===== config.mk =====
export PLATFORM = sky130hd
export DESIGN_NAME = hilbert_block_distance_unit
export DESIGN_NICKNAME = d
export VERILOG_FILES = /design/src/design/hbd_pkg.sv /design/src/design/hilbert_block_distance_unit.sv /design/src/design/hbd_lane.sv /design/src/design/hbd_isqrt.sv
export SDC_FILE = /design/constraint.sdc
export NUM_CORES = 2
export LEC_CHECK = 0
export BUFFER_PORTS_ARGS = -buffer_cell sky130_fd_sc_hd__buf_2
export CAP_MARGIN = 40
export CORE_MARGIN = 2
export CORE_UTILIZATION = 40
export DETAILED_ROUTE_END_ITERATION = 10
export HOLD_SLACK_MARGIN = 0.03
export PLACE_DENSITY = 0.65
export SLEW_MARGIN = 25
export SYNTH_ARGS = -nofsm -noshare
export SYNTH_HDL_FRONTEND = slang
export SYNTH_SLANG_ARGS = --single-unit

===== constraint.sdc =====
create_clock -name clock -period 9.1 [get_ports clock]
set_clock_uncertainty 0.05 [all_clocks]
set_input_delay 0.91 -clock clock [delete_from_list [all_inputs] [get_ports clock]]
set_output_delay 0.91 -clock clock [all_outputs]
set_load 0.01 [all_outputs]

===== src/design/hbd_pkg.sv =====
// ----------------------------------------------------------------------------
// Hilbert block distance package
// Shared widths, quadrant codes and the unit status struct for the curve lanes,
// the square root unit and the top level.
// ----------------------------------------------------------------------------
package hbd_pkg;

   // Field widths of the request and response transactions.
   localparam int LEVEL_W     = 5;
   localparam int IDX_W       = 33;
   localparam int COORD_OUT_W = 16;
   localparam int DIST_W      = 20;

   // The squared distance saturates the result at and above this bit.
   localparam int D2_SAT_BIT  = 34;
   localparam int D2_EXT_W    = 64;

   // Ten times the distance is the root of one hundred times the square.
   localparam int SCALE_FACTOR = 100;

   // Radicand and root widths of the square root unit.
   localparam int V_W        = 42;
   localparam int ROOT_STEPS = V_W / 2;
   localparam int ROOT_W     = ROOT_STEPS;
   localparam int REM_W      = ROOT_W + 1;
   localparam int TRIAL_W    = REM_W + 2;
   localparam int STEP_CNT_W = $clog2(ROOT_STEPS + 1);

   // Quadrant of one curve level.
   typedef enum logic [1:0] {
      QUAD_SWAP = 2'd0,
      QUAD_UP   = 2'd1,
      QUAD_DIAG = 2'd2,
      QUAD_FLIP = 2'd3
   } quad_type;

   // Progress of an iterating unit as seen by the controller.
   typedef struct packed {
      logic busy;
      logic last;
   } unit_status_type;

endpackage


===== src/design/hilbert_block_distance_unit.sv =====
// ----------------------------------------------------------------------------
// Hilbert block distance unit
// Maps two block numbers to curve coordinates in two parallel lanes and
// merges them into ten times their Euclidean distance, rounded to nearest.
// ----------------------------------------------------------------------------
// Sequence: the lanes walk one level a cycle over L, the saturated level;
// the merge then registers the differences, squares, sum and scaled radicand,
// and the bit-serial square root finishes the distance. A new request is
// taken only once the last one has left for the output register; a finished
// result waits in that register while the next request is taken.
// Reset is synchronous and active high; it empties the unit and the output.
module hilbert_block_distance_unit
   import hbd_pkg::*;
#(
   parameter int MAX_LEVEL = 16
) (
   input  logic                   clock,
   input  logic                   reset,
   input  logic                   req_valid,
   output logic                   req_stall,
   input  logic [LEVEL_W-1:0]     req_level,
   input  logic [IDX_W-1:0]       req_block_a,
   input  logic [IDX_W-1:0]       req_block_b,
   output logic                   rsp_valid,
   input  logic                   rsp_stall,
   output logic [COORD_OUT_W-1:0] rsp_a_x,
   output logic [COORD_OUT_W-1:0] rsp_a_y,
   output logic [COORD_OUT_W-1:0] rsp_b_x,
   output logic [COORD_OUT_W-1:0] rsp_b_y,
   output logic [DIST_W-1:0]      rsp_distance
);

   localparam int COORD_W = MAX_LEVEL;
   localparam int SQ_W    = 2 * COORD_W;
   localparam int D2_W    = SQ_W + 1;

   typedef enum logic [7:0] {
      ST_IDLE  = 8'b0000_0001,
      ST_WALK  = 8'b0000_0010,
      ST_DIFF  = 8'b0000_0100,
      ST_MUL   = 8'b0000_1000,
      ST_SUM   = 8'b0001_0000,
      ST_SCALE = 8'b0010_0000,
      ST_ROOT  = 8'b0100_0000,
      ST_DONE  = 8'b1000_0000
   } state_type;

   state_type state_ff, state_in;

   logic                   accept;
   logic [LEVEL_W-1:0]     level_sat;
   unit_status_type        lane_a_status, lane_b_status, root_status;
   logic [COORD_W-1:0]     ax, ay, bx, by;
   logic [ROOT_W-1:0]      root;
   logic [REM_W-1:0]       rem;

   logic [COORD_W-1:0]     dx_ff, dx_in, dy_ff, dy_in;
   logic [SQ_W-1:0]        dx2_ff, dy2_ff;
   logic [D2_W-1:0]        d2_ff;
   logic                   sat_ff, sat_in;
   logic [D2_EXT_W-1:0]    d2_ext;
   logic [V_W-1:0]         v_scaled;
   logic [ROOT_W:0]        dist_full;
   logic [DIST_W-1:0]      dist_rnd;
   logic                   out_load;

   logic                   rsp_valid_ff, rsp_valid_in;
   logic [COORD_OUT_W-1:0] a_x_ff, a_y_ff, b_x_ff, b_y_ff;
   logic [DIST_W-1:0]      distance_ff;

   // A new transaction enters only while the datapath is empty.
   assign req_stall = (state_ff != ST_IDLE);
   assign accept    = req_valid && !req_stall;
   assign level_sat = (req_level > LEVEL_W'(MAX_LEVEL)) ? LEVEL_W'(MAX_LEVEL) : req_level;

   // One curve lane for each block number.
   hbd_lane #(
      .COORD_W (COORD_W)
   ) u_lane_a (
      .clock  (clock),
      .reset  (reset),
      .start  (accept),
      .level  (level_sat),
      .idx    (req_block_a - IDX_W'(1)),
      .status (lane_a_status),
      .x      (ax),
      .y      (ay)
   );

   hbd_lane #(
      .COORD_W (COORD_W)
   ) u_lane_b (
      .clock  (clock),
      .reset  (reset),
      .start  (accept),
      .level  (level_sat),
      .idx    (req_block_b - IDX_W'(1)),
      .status (lane_b_status),
      .x      (bx),
      .y      (by)
   );

   // Merge: absolute differences, squares, their sum and the scaled radicand.
   always_comb begin
      dx_in    = (ax > bx) ? (ax - bx) : (bx - ax);
      dy_in    = (ay > by) ? (ay - by) : (by - ay);
      d2_ext   = D2_EXT_W'(d2_ff);
      sat_in   = |d2_ext[D2_EXT_W-1:D2_SAT_BIT];
      v_scaled = V_W'(V_W'(d2_ext[D2_SAT_BIT-1:0]) * V_W'(SCALE_FACTOR));
   end

   always_ff @(posedge clock) begin
      if (state_ff == ST_DIFF) begin
         dx_ff <= dx_in;
         dy_ff <= dy_in;
      end
      if (state_ff == ST_MUL) begin
         dx2_ff <= SQ_W'(dx_ff) * SQ_W'(dx_ff);
         dy2_ff <= SQ_W'(dy_ff) * SQ_W'(dy_ff);
      end
      if (state_ff == ST_SUM) begin
         d2_ff <= D2_W'(dx2_ff) + D2_W'(dy2_ff);
      end
      if (state_ff == ST_SCALE) begin
         sat_ff <= sat_in;
      end
   end

   hbd_isqrt u_isqrt (
      .clock  (clock),
      .reset  (reset),
      .start  (state_ff == ST_SCALE),
      .v      (v_scaled),
      .status (root_status),
      .root   (root),
      .rem    (rem)
   );

   // Round to nearest: step up when the remainder exceeds the root.
   always_comb begin
      dist_full = (ROOT_W + 1)'(root) + (ROOT_W + 1)'(rem > REM_W'(root));
      if (sat_ff || (dist_full > (ROOT_W + 1)'({DIST_W{1'b1}}))) begin
         dist_rnd = '1;
      end else begin
         dist_rnd = DIST_W'(dist_full);
      end
   end

   assign out_load = (state_ff == ST_DONE) && (!rsp_valid_ff || !rsp_stall);

   // Sequencer.
   always_comb begin
      state_in = state_ff;
      unique case (state_ff)
         ST_IDLE:  if (accept) state_in = ST_WALK;
         ST_WALK:  if (lane_a_status.last) state_in = ST_DIFF;
         ST_DIFF:  state_in = ST_MUL;
         ST_MUL:   state_in = ST_SUM;
         ST_SUM:   state_in = ST_SCALE;
         ST_SCALE: state_in = ST_ROOT;
         ST_ROOT:  if (root_status.last) state_in = ST_DONE;
         ST_DONE:  if (out_load) state_in = ST_IDLE;
         default:  state_in = ST_IDLE;
      endcase
   end

   // Output register holds a finished transaction until it is taken.
   always_comb begin
      if (out_load) begin
         rsp_valid_in = 1'b1;
      end else if (rsp_stall) begin
         rsp_valid_in = rsp_valid_ff;
      end else begin
         rsp_valid_in = 1'b0;
      end
   end

   always_ff @(posedge clock) begin
      if (reset) begin
         state_ff     <= ST_IDLE;
         rsp_valid_ff <= 1'b0;
      end else begin
         state_ff     <= state_in;
         rsp_valid_ff <= rsp_valid_in;
      end
   end

   always_ff @(posedge clock) begin
      if (out_load) begin
         a_x_ff      <= COORD_OUT_W'(ax);
         a_y_ff      <= COORD_OUT_W'(ay);
         b_x_ff      <= COORD_OUT_W'(bx);
         b_y_ff      <= COORD_OUT_W'(by);
         distance_ff <= dist_rnd;
      end
   end

   assign rsp_valid    = rsp_valid_ff;
   assign rsp_a_x      = a_x_ff;
   assign rsp_a_y      = a_y_ff;
   assign rsp_b_x      = b_x_ff;
   assign rsp_b_y      = b_y_ff;
   assign rsp_distance = distance_ff;

`ifndef SYNTHESIS
   // Both lanes start together and walk the same number of levels.
   a_lanes_lockstep: assert property (@(posedge clock) disable iff (reset)
      lane_a_status == lane_b_status)
      else $error("Curve lanes out of step.");

   // An accepted transaction starts the level walk.
   a_accept_walks: assert property (@(posedge clock) disable iff (reset)
      accept |=> (state_ff == ST_WALK))
      else $error("Accepted transaction did not start the walk.");

   // The root unit is iterating for as long as the sequencer waits on it.
   a_root_busy: assert property (@(posedge clock) disable iff (reset)
      (state_ff == ST_ROOT) |-> root_status.busy)
      else $error("Waiting on an idle root unit.");

   // A response appears only after the final stage.
   a_rsp_from_done: assert property (@(posedge clock) disable iff (reset)
      $rose(rsp_valid_ff) |-> $past(state_ff == ST_DONE))
      else $error("Response raised outside the final stage.");
`endif

endmodule


===== src/design/hbd_lane.sv =====
// ----------------------------------------------------------------------------
// Hilbert block distance curve lane
// Walks one block index up the curve levels, one level per cycle, and
// holds the grid coordinates that the walk reaches.
// ----------------------------------------------------------------------------
module hbd_lane
   import hbd_pkg::*;
#(
   parameter int COORD_W = 16
) (
   input  logic                 clock,
   input  logic                 reset,
   input  logic                 start,
   input  logic [LEVEL_W-1:0]   level,
   input  logic [IDX_W-1:0]     idx,
   output unit_status_type      status,
   output logic [COORD_W-1:0]   x,
   output logic [COORD_W-1:0]   y
);

   logic [COORD_W-1:0] x_ff, x_in;
   logic [COORD_W-1:0] y_ff, y_in;
   logic [COORD_W-1:0] m_ff, m_in;
   logic [IDX_W-1:0]   rest_ff, rest_in;
   logic [LEVEL_W-1:0] cnt_ff, cnt_in;

   logic [COORD_W-1:0] two_s_m1;
   logic [COORD_W-1:0] half_s;
   quad_type           quad;

   // The mask m is S-1; since x and y stay below S, subtractions from
   // S-1 and 2S-1 are plain inversions and additions of S are ORs.
   always_comb begin
      two_s_m1 = (m_ff << 1) | COORD_W'(1);
      half_s   = two_s_m1 & ~m_ff;
      quad     = quad_type'(rest_ff[1:0]);
      // At the top level every higher index bit folds into the last quadrant.
      if ((cnt_ff == LEVEL_W'(1)) && (|rest_ff[IDX_W-1:2])) begin
         quad = QUAD_FLIP;
      end
   end

   // Next coordinates for one curve level.
   always_comb begin
      x_in    = x_ff;
      y_in    = y_ff;
      m_in    = m_ff;
      rest_in = rest_ff;
      cnt_in  = cnt_ff;
      if (start) begin
         x_in    = '0;
         y_in    = '0;
         m_in    = '0;
         rest_in = idx;
         cnt_in  = level;
      end else if (cnt_ff != '0) begin
         unique case (quad)
            QUAD_SWAP: begin
               x_in = y_ff;
               y_in = x_ff;
            end
            QUAD_UP: begin
               y_in = y_ff | half_s;
            end
            QUAD_DIAG: begin
               x_in = x_ff | half_s;
               y_in = y_ff | half_s;
            end
            QUAD_FLIP: begin
               x_in = two_s_m1 ^ y_ff;
               y_in = m_ff ^ x_ff;
            end
            default: begin
               x_in = x_ff;
               y_in = y_ff;
            end
         endcase
         m_in    = two_s_m1;
         rest_in = rest_ff >> 2;
         cnt_in  = cnt_ff - LEVEL_W'(1);
      end
   end

   // Level counter is control state; the coordinates are payload.
   always_ff @(posedge clock) begin
      if (reset) begin
         cnt_ff <= '0;
      end else begin
         cnt_ff <= cnt_in;
      end
   end

   always_ff @(posedge clock) begin
      x_ff    <= x_in;
      y_ff    <= y_in;
      m_ff    <= m_in;
      rest_ff <= rest_in;
   end

   assign status.busy = (cnt_ff != '0);
   assign status.last = (cnt_ff <= LEVEL_W'(1));
   assign x           = x_ff;
   assign y           = y_ff;

endmodule


===== src/design/hbd_isqrt.sv =====
// ----------------------------------------------------------------------------
// Hilbert block distance square root unit
// Digit-by-digit restoring integer square root, one root bit per cycle,
// returning the floor root and the remainder v - root*root.
// ----------------------------------------------------------------------------
module hbd_isqrt
   import hbd_pkg::*;
(
   input  logic                  clock,
   input  logic                  reset,
   input  logic                  start,
   input  logic [V_W-1:0]        v,
   output unit_status_type       status,
   output logic [ROOT_W-1:0]     root,
   output logic [REM_W-1:0]      rem
);

   logic [V_W-1:0]        vsh_ff, vsh_in;
   logic [ROOT_W-1:0]     root_ff, root_in;
   logic [REM_W-1:0]      rem_ff, rem_in;
   logic [STEP_CNT_W-1:0] cnt_ff, cnt_in;

   logic [TRIAL_W-1:0] part_rem;
   logic [TRIAL_W-1:0] trial;

   // Bring down the next two radicand bits and try the next root bit.
   always_comb begin
      part_rem = {rem_ff, vsh_ff[V_W-1:V_W-2]};
      trial    = TRIAL_W'({root_ff, 2'b01});
      vsh_in   = vsh_ff;
      root_in  = root_ff;
      rem_in   = rem_ff;
      cnt_in   = cnt_ff;
      if (start) begin
         vsh_in  = v;
         root_in = '0;
         rem_in  = '0;
         cnt_in  = STEP_CNT_W'(ROOT_STEPS);
      end else if (cnt_ff != '0) begin
         vsh_in = vsh_ff << 2;
         cnt_in = cnt_ff - STEP_CNT_W'(1);
         if (part_rem >= trial) begin
            rem_in  = REM_W'(part_rem - trial);
            root_in = {root_ff[ROOT_W-2:0], 1'b1};
         end else begin
            rem_in  = REM_W'(part_rem);
            root_in = {root_ff[ROOT_W-2:0], 1'b0};
         end
      end
   end

   always_ff @(posedge clock) begin
      if (reset) begin
         cnt_ff <= '0;
      end else begin
         cnt_ff <= cnt_in;
      end
   end

   always_ff @(posedge clock) begin
      vsh_ff  <= vsh_in;
      root_ff <= root_in;
      rem_ff  <= rem_in;
   end

   assign status.busy = (cnt_ff != '0);
   assign status.last = (cnt_ff == STEP_CNT_W'(1));
   assign root        = root_ff;
   assign rem         = rem_ff;

endmodule


==> impl_results.rst <==
.. list-table::
   :header-rows: 1

   * - Metric
     - Value
   * - Routed wire length
     - 109000 um
   * - Worst supply voltage drop on vdd
     - 0.251 mV
   * - Max-capacitance violation count
     - 0
   * - Number of levels the H-tree was split into
     - 2
   * - Post-route ant nets
     - 0
   * - Required time of the critical path
     - 9.43 ns
   * - Average size of a mapped cell
     - 9.10 um2
   * - Largest net degree at the start of global routing
     - 90
   * - Tcrit/Tclk final
     - 0.810
   * - Library cell with the largest summed area after synthesis
     - sky130_fd_sc_hd__edfxtp_1
   * - Gpl congestion
     - 0.892
   * - Detail Placement HPWL
     - 84100 um
   * - Normalized max-slew margin
     - 0.456
   * - Arrival time worst endpoint
     - 7.70 ns
   * - Delay-heaviest family, CP
     - adder cells
   * - Summed area of non-filler cells in the final layout
     - 47900 um2
   * - Clock latency on the worst-skew pair
     - 0.65 ns
   * - Post-placement cell area
     - 45900 um2
   * - Number of buffers added for setup after CTS
     - 0
   * - Delay of the slowest critical-path stage
     - 0.63 ns
   * - Critical path endpoint category
     - register
   * - Area growth from synthesis to final layout
     - 9.94%
   * - Number of clock sinks
     - 480
   * - Layout Nets
     - 5733
   * - Number of buffers inserted by port buffering
     - 160
   * - Final hold violations
     - 0
   * - Share of flip-flops with an asynchronous set or reset
     - 0
   * - Number of synthesis warnings
     - 0
   * - Place WS
     - 1.71 ns
   * - Maximum clock insertion buffer count
     - 3
   * - Worst hold margin
     - 0.422 ns
   * - Number of synthesized flops with an enable pin
     - 315
   * - Vias after detailed routing
     - 33400
   * - Most used flip-flop cell after synthesis
     - sky130_fd_sc_hd__edfxtp_1
   * - Count of instances resized after the clock tree is built
     - 0
   * - Slew of the pin with the lowest slew margin
     - 0.816 ns
   * - Number of global-route vias before repair
     - 33600
   * - Aggregate global-route resource usage
     - 0.195
   * - Final slew viol count
     - 0
   * - Number of buffers inserted during clock tree synthesis
     - 54
   * - Crit Path Max Fanout
     - 17
   * - Fraction of synthesized cell area taken by the top area cell type
     - 0.217
   * - Die height
     - 334 um
   * - CTS tree
     - done
   * - Ratio of total power to cell area
     - 325 nW/um2
   * - Iteration-0 DRC Markers
     - 2088
   * - Filler instances
     - 10600
   * - Fraction of final layout cells with drive strength greater than 1
     - 0.0673
   * - Run status
     - complete, no violations
   * - Flip-flop and latch count after synthesis
     - 480
   * - Row Count
     - 121
   * - Final setup TNS
     - 0 ns
   * - Area of the die
     - 112000 um2
   * - Hold WC Path Type
     - reg2reg
   * - Number of detailed-route iterations in the first pass
     - 6
   * - Total Power Consumption
     - 15.6 mW
   * - Final min period
     - 7.37 ns
   * - Chip Width
     - 334 um
   * - Post-CTS Hold Buffers
     - 0
   * - Clock transition time at the flip-flop clock pins of the worst setup and hold paths
     - 0.07 ns
   * - Dominant cells by area after synthesis
     - sky130_fd_sc_hd__edfxtp_1 22%, sky130_fd_sc_hd__fa_1 17%, sky130_fd_sc_hd__ha_1 13%, sky130_fd_sc_hd__dfxtp_1 7.6%, sky130_fd_sc_hd__inv_1 6.9%
   * - Kind of critical path
     - reg2reg
   * - Placeable core region
     - 108000 um2
   * - Max Fclk
     - 136 MHz
   * - Final worst setup slack
     - 1.73 ns
   * - First-pass GRT wire length
     - 177000 um
   * - Sequence of cells on the critical path
     - and2_1, fa_1, inv_1, fa_1, inv_1, fa_1, inv_1, fa_1, inv_1, fa_1, inv_1, fa_1, inv_1, ha_1, and4_1, nor2b_1, a2111oi_0, nor3_1, o31ai_1, o21ai_0, a41o_1, o41ai_1, xnor2_1
   * - Clock Root Buffer
     - sky130_fd_sc_hd__clkbuf_16
   * - Unique cell type count in the Yosys netlist
     - 75
   * - DR WL/cell
     - 17.2 um
   * - Leakage power
     - 21.7 nW
   * - Antenna violations before repair
     - 5
   * - Number of remaining DRC errors
     - 0
   * - Netlist Area Pre-Place
     - 43500 um2
   * - Critical path buffer and inverter count
     - 6
   * - Io pins
     - 161
   * - Post-DR vias/cell
     - 5.28
   * - Initial Util
     - 0.402
   * - Mapped Cells
     - 4787
   * - RSZ-0062 raised after global routing
     - no
   * - Startpoint class of the critical path
     - register
   * - Overflow left after global routing
     - 0
   * - Max stage delay cell, worst path
     - sky130_fd_sc_hd__edfxtp_1
   * - Net Count, Synth
     - 5660
   * - Setup-failing EPs final
     - 0
   * - Part of the Yosys area used for sequential elements
     - 0.293
## cells in the final DEF (no fill, tap or decap), types with 9 or more instances in the layout
| cell type | synthesis | final |
|---|---|---|
| sky130_fd_sc_hd__ha_1 | 439 | 439 |
| sky130_fd_sc_hd__or2_2 | 10 | 10 |
| sky130_fd_sc_hd__edfxtp_1 | 315 | 315 |
| sky130_fd_sc_hd__xnor2_1 | 159 | 159 |
| sky130_fd_sc_hd__a211oi_1 | 27 | 27 |
| sky130_fd_sc_hd__o211ai_1 | 18 | 18 |
| sky130_fd_sc_hd__o21bai_1 | 28 | 28 |
| sky130_fd_sc_hd__nand4_1 | 22 | 22 |
| sky130_fd_sc_hd__or4_1 | 11 | 11 |
| sky130_fd_sc_hd__nand3b_1 | 9 | 9 |
| sky130_fd_sc_hd__o21ai_0 | 343 | 342 |
| sky130_fd_sc_hd__clkbuf_1 | 177 | 11 |
| sky130_fd_sc_hd__a21o_1 | 90 | 90 |
| sky130_fd_sc_hd__buf_2 | 1 | 161 |
| sky130_fd_sc_hd__buf_4 | 0 | 24 |
| sky130_fd_sc_hd__mux2i_1 | 22 | 22 |
| sky130_fd_sc_hd__o31ai_1 | 13 | 13 |
| sky130_fd_sc_hd__nor2b_1 | 34 | 34 |
| sky130_fd_sc_hd__o22ai_1 | 34 | 34 |
| sky130_fd_sc_hd__nand2b_1 | 62 | 62 |
| sky130_fd_sc_hd__nor2_1 | 223 | 221 |
| sky130_fd_sc_hd__a21oi_1 | 267 | 265 |
| sky130_fd_sc_hd__a31oi_1 | 83 | 83 |
| sky130_fd_sc_hd__and3_1 | 19 | 19 |
| sky130_fd_sc_hd__nor3_1 | 70 | 69 |
| sky130_fd_sc_hd__o21a_1 | 19 | 19 |
| sky130_fd_sc_hd__a32o_1 | 26 | 26 |
| sky130_fd_sc_hd__nand2_1 | 537 | 536 |
| sky130_fd_sc_hd__or3_1 | 14 | 14 |
| sky130_fd_sc_hd__and2_1 | 77 | 76 |
| sky130_fd_sc_hd__a22oi_1 | 24 | 24 |
| sky130_fd_sc_hd__nand3_1 | 55 | 53 |
| sky130_fd_sc_hd__dfxtp_1 | 165 | 165 |
| sky130_fd_sc_hd__inv_1 | 796 | 796 |
| sky130_fd_sc_hd__nor4_1 | 31 | 31 |
| sky130_fd_sc_hd__clkbuf_16 | 0 | 55 |
| sky130_fd_sc_hd__xor2_1 | 85 | 85 |
| sky130_fd_sc_hd__fa_1 | 359 | 359 |
## final timing paths
| path | slack (ns) | from | cells past startpoint | end |
|---|---|---|---|---|
| worst min-delay path | 0.42 | u_isqrt.rem[21]$_SDFFE_PN0P_ | 2 | u_isqrt.rem[21]$_SDFFE_PN0P_ |
| worst min register to register | 0.42 | u_isqrt.rem[21]$_SDFFE_PN0P_ | 2 | u_isqrt.rem[21]$_SDFFE_PN0P_ |
| worst max-delay path | 1.73 | dy_ff[9]$_DFFE_PP_ | 23 | dy2_ff[31]$_DFFE_PP_ |
| worst max register to register | 1.73 | dy_ff[9]$_DFFE_PP_ | 23 | dy2_ff[31]$_DFFE_PP_ |
## worst min-delay path, stage by stage (launching register included)
cell	delay [ns]
sky130_fd_sc_hd__dfxtp_1	0.32
sky130_fd_sc_hd__nand2_1	0.06
sky130_fd_sc_hd__o31ai_1	0.05
## where the power goes
part / switching (mW) / total (mW) / internal (mW)
registers: 0.572 / 3.98 / 3.40
clock network: 0.969 / 2.35 / 1.38
logic: 5.68 / 9.24 / 3.56
## final cells by class
class                           instances  area, um2  share of cell area
Antenna cell                            3       7.51            0.000157
Timing Repair Buffer                  201       1280              0.0268
Multi-Input combinational cell       3325      27100               0.567
Sequential cell                       480      12800               0.267
Clock inverter                         31        425             0.00889
Tap cell                             1414       1770              0.0370
Clock buffer                           71       1480              0.0309
Inverter                              798       3000              0.0626
## per-stage QoR
step | std cells | utilization
after floorplan | 4787 | -
after global placement | 6201 | 0.421
after detailed placement | 6216 | 0.424
after CTS | 6318 | 0.441
after global routing | 6320 | 0.442
final | 6323 | 0.442
## synthesized netlist by cell type (31+ instances only)
cell / count
sky130_fd_sc_hd__inv_1: 796
sky130_fd_sc_hd__nand2_1: 537
sky130_fd_sc_hd__ha_1: 439
sky130_fd_sc_hd__fa_1: 359
sky130_fd_sc_hd__o21ai_0: 343
sky130_fd_sc_hd__edfxtp_1: 315
sky130_fd_sc_hd__a21oi_1: 267
sky130_fd_sc_hd__nor2_1: 223
sky130_fd_sc_hd__clkbuf_1: 177
sky130_fd_sc_hd__dfxtp_1: 165
sky130_fd_sc_hd__xnor2_1: 159
sky130_fd_sc_hd__a21o_1: 90
sky130_fd_sc_hd__xor2_1: 85
sky130_fd_sc_hd__a31oi_1: 83
sky130_fd_sc_hd__and2_1: 77
sky130_fd_sc_hd__nor3_1: 70
sky130_fd_sc_hd__nand2b_1: 62
sky130_fd_sc_hd__nand3_1: 55
sky130_fd_sc_hd__nor2b_1: 34
sky130_fd_sc_hd__o22ai_1: 34
sky130_fd_sc_hd__nor4_1: 31
## state kept, by name, indices dropped and copies added, names as in the netlist, 20 cells and up
name              cells
u_lane_b.rest_ff     33
u_isqrt.vsh_ff       40
dy2_ff               31
dx2_ff               31
d2_ff                33
rsp_distance         20
u_isqrt.rem          22
u_isqrt.root         21
u_lane_a.rest_ff     33
## kinds of logic after synthesis
group	count (synthesis)	share of synthesized area
flip-flops	480	0.293
AND/OR/NAND/NOR	1204	0.129
multiplexers	25	0.00583
adder cells (fa/ha/maj)	798	0.291
buffers and inverters	982	0.0847
XOR/XNOR	244	0.0491
AO/OA/AOI/OAI	1054	0.147
## layer usage
metal,GRT usage,up-vias,wire length (um)
met2,0.332,933,51700
met3,0.0262,167,6160
met1,0.257,16000,47600
met4,0.0581,6,3080
li1,-,16200,-
met5,0,-,40
Note: power is estimated with default switching activity, not from simulation.
